[src/sv/swm_pkg.sv]
// Shared types and constants for the stack with middle access.
`timescale 1ns / 1ps
package swm_pkg;

  localparam int DEPTH = 64;
  localparam int IDX_W = $clog2(DEPTH);
  localparam int CNT_W = $clog2(DEPTH + 1);
  localparam int DATA_W = 32;

  typedef enum logic [1:0] {
    REQ_PUSH     = 2'd0,
    REQ_POP      = 2'd1,
    REQ_READ_MID = 2'd2,
    REQ_DEL_MID  = 2'd3
  } req_t;

  typedef enum logic [1:0] {
    ST_OK    = 2'd0,
    ST_EMPTY = 2'd1,
    ST_FULL  = 2'd2
  } status_t;

  // Control broadcast to every cell of the chain in the same cycle.
  typedef struct packed {
    logic             wr_en;
    logic [IDX_W-1:0] wr_idx;
    logic             shift_en;
    logic [IDX_W-1:0] lo_idx;
    logic [IDX_W-1:0] hi_idx;
    logic [IDX_W-1:0] rd_idx;
  } cell_ctl_t;

  typedef struct packed {
    logic signed [DATA_W-1:0] value;
    status_t                  status;
    logic [6:0]               count;
  } res_t;

endpackage

[src/sv/swm_cell.sv]
// One storage cell of the stack chain, holding a single entry.
`timescale 1ns / 1ps
module swm_cell (
  input  logic                              clk,
  input  logic [swm_pkg::IDX_W-1:0]         cell_idx,
  input  swm_pkg::cell_ctl_t                ctl,
  input  logic signed [swm_pkg::DATA_W-1:0] wr_data,
  input  logic signed [swm_pkg::DATA_W-1:0] upper_data,
  output logic signed [swm_pkg::DATA_W-1:0] data,
  output logic signed [swm_pkg::DATA_W-1:0] rd_data
);
  import swm_pkg::*;

  logic signed [DATA_W-1:0] data_r;
  logic signed [DATA_W-1:0] data_nxt;

  always_comb begin
    data_nxt = data_r;
    if (ctl.wr_en && (cell_idx == ctl.wr_idx)) begin
      data_nxt = wr_data;
    end else if (ctl.shift_en && (cell_idx >= ctl.lo_idx) && (cell_idx < ctl.hi_idx)) begin
      data_nxt = upper_data;
    end
  end

  always_ff @(posedge clk) begin
    data_r <= data_nxt;
  end

  assign data    = data_r;
  assign rd_data = (cell_idx == ctl.rd_idx) ? data_r : '0;

endmodule

[src/sv/swm_skid.sv]
// Two-entry result buffer that lets a request be taken while a result waits.
`timescale 1ns / 1ps
module swm_skid (
  input  logic          clk,
  input  logic          rst_n,
  input  logic          load,
  input  swm_pkg::res_t load_res,
  input  logic          out_stall,
  output logic          full,
  output logic          out_valid,
  output swm_pkg::res_t out_res
);
  import swm_pkg::*;

  logic main_vld_r, main_vld_nxt;
  logic skid_vld_r, skid_vld_nxt;
  res_t main_r, main_nxt;
  res_t skid_r, skid_nxt;
  logic fire;

  assign fire = main_vld_r && !out_stall;

  always_comb begin
    main_vld_nxt = main_vld_r;
    skid_vld_nxt = skid_vld_r;
    main_nxt     = main_r;
    skid_nxt     = skid_r;
    if (fire) begin
      main_vld_nxt = 1'b0;
    end
    if (skid_vld_r && fire) begin
      main_nxt     = skid_r;
      main_vld_nxt = 1'b1;
      skid_vld_nxt = 1'b0;
    end
    if (load) begin
      if (!main_vld_r || fire) begin
        main_nxt     = load_res;
        main_vld_nxt = 1'b1;
      end else begin
        skid_nxt     = load_res;
        skid_vld_nxt = 1'b1;
      end
    end
  end

  always_ff @(posedge clk) begin
    if (!rst_n) begin
      main_vld_r <= 1'b0;
      skid_vld_r <= 1'b0;
    end else begin
      main_vld_r <= main_vld_nxt;
      skid_vld_r <= skid_vld_nxt;
    end
    main_r <= main_nxt;
    skid_r <= skid_nxt;
  end

  assign full      = skid_vld_r;
  assign out_valid = main_vld_r;
  assign out_res   = main_r;

endmodule

[src/sv/stack_with_middle_access_core.sv]
// Top level of the bounded stack with read and delete of its middle entry.
`timescale 1ns / 1ps
// The stack holds up to DEPTH signed 32-bit words in a row of cells, one
// entry per cell, with the bottom of the stack in cell zero. Each request
// (push, pop, read middle, delete middle) yields exactly one result, held
// in the result buffer: a value, a status and the new entry count. The
// middle is the entry at index floor(count/2). A push writes the cell at
// the current count, and a middle delete has every cell from the middle up
// to the one below the top copy its upper neighbor in the same clock, so
// the chain sustains one request per cycle while the result buffer has
// room. It holds two results: after the result side stalls, one more
// request is taken and further ones are held off until a result transfer
// frees a slot. Cells above the count are never read and need no reset.
module stack_with_middle_access_core (
  input  logic                              clk,
  input  logic                              rst_n,
  input  logic                              in_valid,
  output logic                              in_stall,
  input  logic [1:0]                        in_req_type,
  input  logic signed [swm_pkg::DATA_W-1:0] in_push_value,
  output logic                              out_valid,
  input  logic                              out_stall,
  output logic signed [swm_pkg::DATA_W-1:0] out_result_value,
  output logic [1:0]                        out_status,
  output logic [6:0]                        out_entry_count
);
  import swm_pkg::*;

  logic [CNT_W-1:0] count_r, count_nxt;
  logic             accept;
  logic             buf_full;
  req_t             req;
  cell_ctl_t        ctl;
  res_t             res;
  res_t             out_res;
  logic             empty;
  logic             full;
  logic [CNT_W-1:0] count_m1;
  logic [IDX_W-1:0] mid_idx;

  logic signed [DATA_W-1:0] cell_data [DEPTH];
  logic signed [DATA_W-1:0] cell_rd   [DEPTH];
  logic signed [DATA_W-1:0] rd_value;

  assign in_stall = buf_full;
  assign accept   = in_valid && !buf_full;
  assign req      = req_t'(in_req_type);
  assign empty    = (count_r == '0);
  assign full     = (count_r == CNT_W'(DEPTH));
  assign count_m1 = count_r - CNT_W'(1);
  assign mid_idx  = IDX_W'(count_r >> 1);

  // Decode the request into cell control and the next count.
  always_comb begin
    ctl          = '0;
    ctl.wr_idx   = IDX_W'(count_r);
    ctl.lo_idx   = mid_idx;
    ctl.hi_idx   = IDX_W'(count_m1);
    ctl.rd_idx   = mid_idx;
    count_nxt    = count_r;
    if (accept) begin
      case (req)
        REQ_PUSH: begin
          if (!full) begin
            ctl.wr_en = 1'b1;
            count_nxt = count_r + CNT_W'(1);
          end
        end
        REQ_POP: begin
          ctl.rd_idx = IDX_W'(count_m1);
          if (!empty) begin
            count_nxt = count_m1;
          end
        end
        REQ_READ_MID: begin
          ctl.rd_idx = mid_idx;
        end
        REQ_DEL_MID: begin
          if (!empty) begin
            ctl.shift_en = 1'b1;
            count_nxt    = count_m1;
          end
        end
        default: begin
          count_nxt = count_r;
        end
      endcase
    end
  end

  // Only the addressed cell drives its value onto the read bus.
  always_comb begin
    rd_value = '0;
    for (int k = 0; k < DEPTH; k++) begin
      rd_value = rd_value | cell_rd[k];
    end
  end

  // Assemble the result of the request being taken this cycle.
  always_comb begin
    res.value  = '0;
    res.status = ST_OK;
    res.count  = 7'(count_nxt);
    case (req)
      REQ_PUSH: begin
        if (full) begin
          res.status = ST_FULL;
        end
      end
      REQ_POP, REQ_READ_MID, REQ_DEL_MID: begin
        if (empty) begin
          res.status = ST_EMPTY;
        end else begin
          res.value = rd_value;
        end
      end
      default: begin
        res.status = ST_OK;
      end
    endcase
  end

  always_ff @(posedge clk) begin
    if (!rst_n) begin
      count_r <= '0;
    end else begin
      count_r <= count_nxt;
    end
  end

  for (genvar g = 0; g < DEPTH; g++) begin : g_cell
    logic signed [DATA_W-1:0] upper;
    if (g == DEPTH - 1) begin : g_top
      assign upper = '0;
    end else begin : g_mid
      assign upper = cell_data[g + 1];
    end
    swm_cell u_cell (
      .clk        (clk),
      .cell_idx   (IDX_W'(g)),
      .ctl        (ctl),
      .wr_data    (in_push_value),
      .upper_data (upper),
      .data       (cell_data[g]),
      .rd_data    (cell_rd[g])
    );
  end

  swm_skid u_skid (
    .clk       (clk),
    .rst_n     (rst_n),
    .load      (accept),
    .load_res  (res),
    .out_stall (out_stall),
    .full      (buf_full),
    .out_valid (out_valid),
    .out_res   (out_res)
  );

  assign out_result_value = out_res.value;
  assign out_status       = out_res.status;
  assign out_entry_count  = out_res.count;

endmodule
[config.mk]
export PLATFORM = sky130hd
export DESIGN_NAME = stack_with_middle_access_core
export DESIGN_NICKNAME = d
export VERILOG_FILES = /design/src/sv/swm_pkg.sv /design/src/sv/swm_cell.sv /design/src/sv/swm_skid.sv /design/src/sv/stack_with_middle_access_core.sv
export SDC_FILE = /design/constraint.sdc
export NUM_CORES = 2
export LEC_CHECK = 0
export ABC_AREA = 1
export BUFFER_PORTS_ARGS = -buffer_cell sky130_fd_sc_hd__buf_4
export CORE_ASPECT_RATIO = 1.25
export CORE_UTILIZATION = 30
export DETAILED_ROUTE_END_ITERATION = 7
export HOLD_SLACK_MARGIN = 0.08
export PLACE_DENSITY = 0.47
export SLEW_MARGIN = 20
export SYNTH_ARGS = -nofsm -noshare
export SYNTH_HDL_FRONTEND = slang
export SYNTH_SLANG_ARGS = --single-unit
[constraint.sdc]
create_clock -name clk -period 10.45 [get_ports clk]
set_input_delay 2.09 -clock clk [delete_from_list [all_inputs] [get_ports clk]]
set_output_delay 2.09 -clock clk [all_outputs]
set_load 0.01 [all_outputs]
; ---- Yosys cells after proc, flatten, opt, wreduce, memory -nomap -nowiden
; Index checks and enable logic that the tools add are counted.
[word_totals]
output_inout_bits = 43
latch_bits = 0
mem_count = 0
rom_bits = 0
mem_bits_rw = 0
inputBits = 38
wordCells = 886
regBits = 2139
[classes]
shift = 0
bitwise_logic = 64
multipliers = 0
mux = 219
n_eq_ne = 130
magnitude_cmp = 128
n_div = 0
reduce_logical = 270
addsub = 2
[op_table]
columns = operator, n
row1 = 32-bit two-way mux, 194
row2 = 32-bit bitwise OR, 63
row3 = "6-bit == test, first input constant", 64
row4 = 1-bit logical AND, 195
row5 = "5-bit by 6-bit == test with 1-bit output, first input constant", 32
row6 = "6-bit >= comparator, first input constant", 32
row7 = "6-bit less-than comparator, first input constant", 32
row8 = 2-bit nonzero test, 64
row9 = 41-bit two-way mux, 3
row10 = "4-bit by 6-bit == test with 1-bit output, first input constant", 16
row11 = "5-bit by 6-bit >= comparator with 1-bit output, first input constant", 16
row12 = "5-bit by 6-bit less-than comparator with 1-bit output, first input constant", 16
row13 = "3-bit by 6-bit == test with 1-bit output, first input constant", 8
row14 = "4-bit by 6-bit >= comparator with 1-bit output, first input constant", 8
row15 = "4-bit by 6-bit less-than comparator with 1-bit output, first input constant", 8
row16 = "2-bit by 6-bit == test with 1-bit output, first input constant", 4
row17 = "3-bit by 6-bit >= comparator with 1-bit output, first input constant", 4
row18 = "3-bit by 6-bit less-than comparator with 1-bit output, first input constant", 4
row19 = 7-bit two-way mux, 3
row20 = 1-bit two-way mux, 14
row21 = 7-bit one-hot mux with 2 select lines, 1
row22 = "1-bit by 6-bit == test with 1-bit output, first input constant", 2
row23 = "1-bit by 6-bit >= comparator with 1-bit output, first input constant", 2
row24 = "2-bit by 6-bit >= comparator with 1-bit output, first input constant", 2
row25 = other kinds (19), 26

; ---- Logic depth before layout (Yosys ltp)
[depth]
word_depth = 72
mapped_depth = 22
depth_no_buf = 22

; ---- Cells and area by module
; Synthesis repeated with hierarchy kept, for this count alone.
[unflattened]
cells_unflattened = 21822
hier_area_um2 = 161069.5
[by_module_without_submodules]
columns = mod, instances, area_per_inst_um2, seq_area_each_um2, cells_per_inst
row1 = swm_cell at g_cell[13].u_cell ..., 59, 2348.5, 960.9, 309
row2 = swm_cell at g_cell[0].u_cell ..., 4, 2341.0, 960.9, 307
row3 = stack_with_middle_access_core, 1, 7327.0, 140.1, 1648
row4 = swm_skid, 1, 3557.2, 2092.0, 410
row5 = swm_cell at g_cell[9].u_cell, 1, 2259.7, 960.9, 305

; ---- Least setup slack after synthesis
; Ideal clock, no wire load.
[synth_path]
kind = input port to flip-flop
start = in in_valid
end = reg g_cell[8].u_cell.data_r[0], enable pin
slack_ns = 3.627
t_arrival_ns = 6.312
path_stages = 6
required_time_ns = 9.939
setup_time_ns = 0.511
cell_sequence = nand3_1 > nor3_2 > inv_1 > nor2_1 > inv_1 > o41ai_1
[synth_between]
elab_chain_cells = 5
word_cells_on_any_way = 7
[synth_lines]
columns = element, line
row1 = from (decl), stack_with_middle_access_core.sv:17  ; input logic in_valid,
row2 = 1-bit logical AND *, stack_with_middle_access_core.sv:46  ; assign accept = in_valid && !buf_full;
row3 = 1-bit two-way mux, stack_with_middle_access_core.sv:61  ; if (accept) begin
row4 = 1-bit logical AND (2 in a row), swm_cell.sv:21  ; end else if (ctl.shift_en && (cell_idx >= ctl.lo_idx) && (cell_idx < ctl.hi_idx)) begin
row5 = 2-bit nonzero test (no line) *, n/a
row6 = to (signal assigned), swm_cell.sv:27  ; data_r <= data_nxt;
row7 = to (decl), swm_cell.sv:14  ; logic signed [DATA_W-1:0] data_r;
; Mark *: on every way between the ends. The rest lies on a longest branch, timed or not.
; A chain may end at the register's enable or synchronous reset.

==> key figures <==
Run status
  – Status: complete, no violations

Clock network
  – CTS resizes: 0
  – H-tree Lvls: 4
  – # hold bufs at CTS: 0
  – Num CTS Buffers: 230
  – Setup bufs post-CTS: 0
  – Clk_lat worst skew: 0.94 ns
  – CTS tree: built
  – Maximum clock insertion buffer count: 4
  – Root Buffer: clkbuf_16
  – Clock transition at path regs: roughly 0.07 ns
  – Clock Sinks: between 2,000 and 2,500

Detailed routing
  – Routed via count: between 80,000 and 90,000
  – Via density: roughly 5.5
  – Final wirelength: between 400,000 and 500,000 um
  – Drt pass-1 iters: 8
  – First DRT Iteration DRCs: ~11,000
  – Drc violations: 0
  – Antenna-violating nets left: 0
  – DR WL/cell: 28.61 um

Synthesis
  – Post-Synth Adder-Cell Area: less than 1%
  – Syn_area_per_cell: ~9.0 sq um
  – Flops & latches, synth: approximately 2,100
  – Combinational family with the most area after synthesis: simple AND/OR/NAND/NOR gates
  – Synth Area in XOR/XNOR: less than 1%
  – Synth Area in Simple Gates: roughly 24%
  – Post-synthesis cell type count: just over 40
  – Synthesized Nets: between 10,000 and 15,000
  – Synthesized instance count: 11,770
  – Mux share of post-synthesis cell area: less than 1%
  – Synthesis Warnings: 0
  – Area of the mapped netlist: between 100,000 and 150,000 sq um
  – Synth Area in Compound Gates: a little over a tenth
  – Sequential share of the synthesized area: 60.26%

GRT
  – Antenna violations before repair: 14
  – First-pass GRT wire length: 642,300 um
  – Grt ovf: 0
  – GR Util All Layers: between 20% and 30%
  – Via count of the first global-routing pass: 81,950
  – Largest net degree at the start of global routing: 200

Floorplan
  – Die Footprint: 354,900 sq um
  – IO Count: just over 80
  – Die Y-Extent: roughly 670 um
  – Std-Cell Rows: 243
  – Starting Density: between 30% and 40%
  – Chip width: 533.1 um
  – Core Area: ~350,000 sq um

STA
  – Rel. slew slack: roughly 25%
  – Setup slack after layout: about 4.3 ns
  – Setup TNS: 0 ns
  – Post-Route Skew: a little over 0.06 ns
  – Slew Limit Fails: 0
  – # setup viols final: 0
  – Count of final hold-check violations: 0
  – Crit share post-route: between 50 and 60%
  – Fin crit period: ~6.1 ns
  – Actual slew at the worst max-slew pin: around 1.1 ns
  – Maximum clock rate: 162.8 MHz
  – RSZ-0062 raised after global routing: false

Critical path
  – Crit path max-delay cell type: buf_4
  – Critical Path Source: count_r[0]$_SDFF_PN0_
  – Buffers and inverters on the worst path: 5
  – Reg2reg path depth: 16
  – Crit-path max cell delay: approximately 0.74 ns
  – Critical Path RT: ~11 ns
  – Setup Crit Path Kind: reg2reg
  – Reg2Reg Capture Point: u_skid.skid_r[10]$_DFFE_PP_
  – Worst path depth: 16
  – CP Cell Sequence: inv_1 -> ha_1 -> clkinv_1 -> o21ai_1 -> nand2_2 -> nor2_4 -> buf_4 -> nand2_1 -> inv_2 -> buf_4 -> nand2_1 -> nand4_1 -> nor2_1 -> nand2_1 -> nor2_1 -> a21oi_1
  – RR Startpoint: count_r[0]$_SDFF_PN0_
  – Worst path arrival time: 6.91 ns
  – Critical path launch point type: register
  – Delay-heaviest family, CP: buffers and inverters
  – Critical Path End: u_skid.skid_r[10]$_DFFE_PP_
  – Crit. End Element: register
  – Crit path max fanout: 34
  – Flop-to-flop setup slack: between 4 and 5 ns
  – Most frequent CP cell: nand2_1

Min path
  – Worst Hold Class: reg2reg

Pwr
  – PwrDens: about 170 nW/um^2
  – Peak supply drop: approximately 0.00015 V
  – Leakage power: 46.50 nW

Placement
  – GP Congestion: between 0.9 and 1
  – Post-DP HPWL: 299,200 um
  – Post-Place Worst Slack: around 3.8 ns
  – Port-buffer cells: 80
  – Placed instance area: 110,800 sq um

Flow run
  – Max-cap violations: 0

Final layout
  – Final instance area: 117,900 sq um
  – Layout overhead on the synthesized area: 11.45%
  – Nets: roughly 11,000
  – Share of post-route cells with drive strength above 1: between 7 and 8%
==> power by group <==
| group | internal (mW) | leakage (nW) | switching (mW) | total [mW] |
|---|---|---|---|---|
| Combinational | 0.424 | 23.8 | 1.61 | 2.04 |
| Clock | 4.48 | 3.48 | 3.65 | 8.13 |
| Sequential | 9.74 | 19.3 | 0.252 | 10.0 |
| Total | 14.6 | 46.5 | 5.52 | 20.2 |
==> worst min-delay path by stage <==
stage                                      startpoint                    endpoint  slack, ns  cells after the start
after floorplan           u_skid.skid_r[10]$_DFFE_PP_  u_skid.out_res[10]$_DFF_P_       0.47                      2
after global placement      u_skid.out_res[2]$_DFF_P_   u_skid.out_res[2]$_DFF_P_       0.48                      2
after detailed placement    u_skid.out_res[3]$_DFF_P_   u_skid.out_res[3]$_DFF_P_       0.49                      2
after CTS                   u_skid.out_res[3]$_DFF_P_   u_skid.out_res[3]$_DFF_P_       0.50                      2
after global routing        u_skid.out_res[2]$_DFF_P_   u_skid.out_res[2]$_DFF_P_       0.52                      2
final                     u_skid.skid_r[14]$_DFFE_PP_  u_skid.out_res[14]$_DFF_P_       0.49                      2
==> registers in the layout, summed over array words and instances, names as in the netlist, named ones only <==
signal              flops
count_r                 7
g_cell.u_cell.data   2048
u_skid.out_res         41
u_skid.out_valid        1
u_skid.skid_r          41
==> cell usage in the layout, fill, tap and decap left out, types with 4 or more instances in the layout <==
cell / count
a21oi_1: 52
a31oi_1: 4
and2_1: 6
buf_12: 14
buf_4: 301
bufinv_16: 18
clkbuf_1: 44
clkbuf_16: 232
clkinv_1: 65
clkinv_2: 52
dfxtp_1: 50
edfxtp_1: 2089
ha_1: 5
inv_1: 129
inv_2: 43
inv_6: 6
nand2_1: 3757
nand2_2: 60
nand2_4: 14
nand3_1: 1428
nand3_2: 17
nand4_1: 169
nor2_1: 668
nor2_2: 16
nor2_4: 24
nor3_1: 4
nor3_2: 5
o211ai_1: 25
o21ai_0: 2058
o21ai_1: 37
o21ai_4: 27
o221ai_1: 6
o31ai_4: 6
or2_2: 18
==> worst reg2reg max path, stage by stage (launching register included) <==
cell	delay, ns
dfxtp_1	0.61
inv_1	0.32
ha_1	0.66
clkinv_1	0.65
o21ai_1	0.51
nand2_2	0.24
nor2_4	0.59
buf_4	0.74
nand2_1	0.19
inv_2	0.08
buf_4	0.46
nand2_1	0.15
nand4_1	0.28
nor2_1	0.15
nand2_1	0.09
nor2_1	0.06
a21oi_1	0.19
==> layout make-up <==
class,count,area (sq um)
Timing Repair Buffer,316,2555
Fill cell,36000,232700
Antenna cell,2,5.005
Tap cell,4655,5824
Clock buffer,276,5971
Sequential cell,2139,63730
Multi-Input combinational cell,8427,37980
Inverter,181,694.4
Clock inverter,138,1107
==> logic make-up after synthesis <==
| family | count (synthesis) |
|---|---|
| buf+inv | 1204 |
| simple gates | 6191 |
| compound gates | 2225 |
| xor+xnor | 3 |
| fa+ha+maj | 5 |
| flops | 2139 |
| mux | 3 |
==> per-layer routing <==
layer  vias to the layer above  wire length [um]  GRT usage [%]
met1                     43340            183500          32.27
met3                       829             34470          3.310
met5                         -                47              0
met4                         6             21370          10.41
li1                      39660                 -              -
met2                      4239            222200          43.07
==> cells in the mapped netlist, drive strengths merged <==
cell	n	area share [%]
o221ai	6	0.050
nor3	11	0.091
o31ai	7	0.050
nand3	1445	6.9
nor2	708	2.6
buf	348	1.6
dfxtp	50	0.95
nand2	3831	14
o41ai	3	0.025
o21ai	2124	10
inv	146	0.52
nand4	169	1.0
a22oi	1	0.0071
nor4	1	0.0059
o22ai	1	0.0059
or2	18	0.11
a31oi	4	0.024
clkbuf	675	2.4
a21oi	53	0.25
mux2i	3	0.028
xor2	3	0.025
o211ai	25	0.18
edfxtp	2089	59
and2	8	0.047
a32o	1	0.0095
ha	5	0.059
clkinv	35	0.12
==> metrics by stage <==
step	utilization [%]	instances	total power, mW	hold slack (ns)
after floorplan	-	11770	11.08	0.4739
after global placement	31.59	15720	12.18	0.4806
after detailed placement	31.59	15720	12.19	0.4865
after CTS	33.61	16130	20.27	0.4987
after global routing	33.62	16130	20.68	0.5229
final	33.62	16130	20.17	0.4893
No activity file was read; power rests on OpenSTA's default activity.
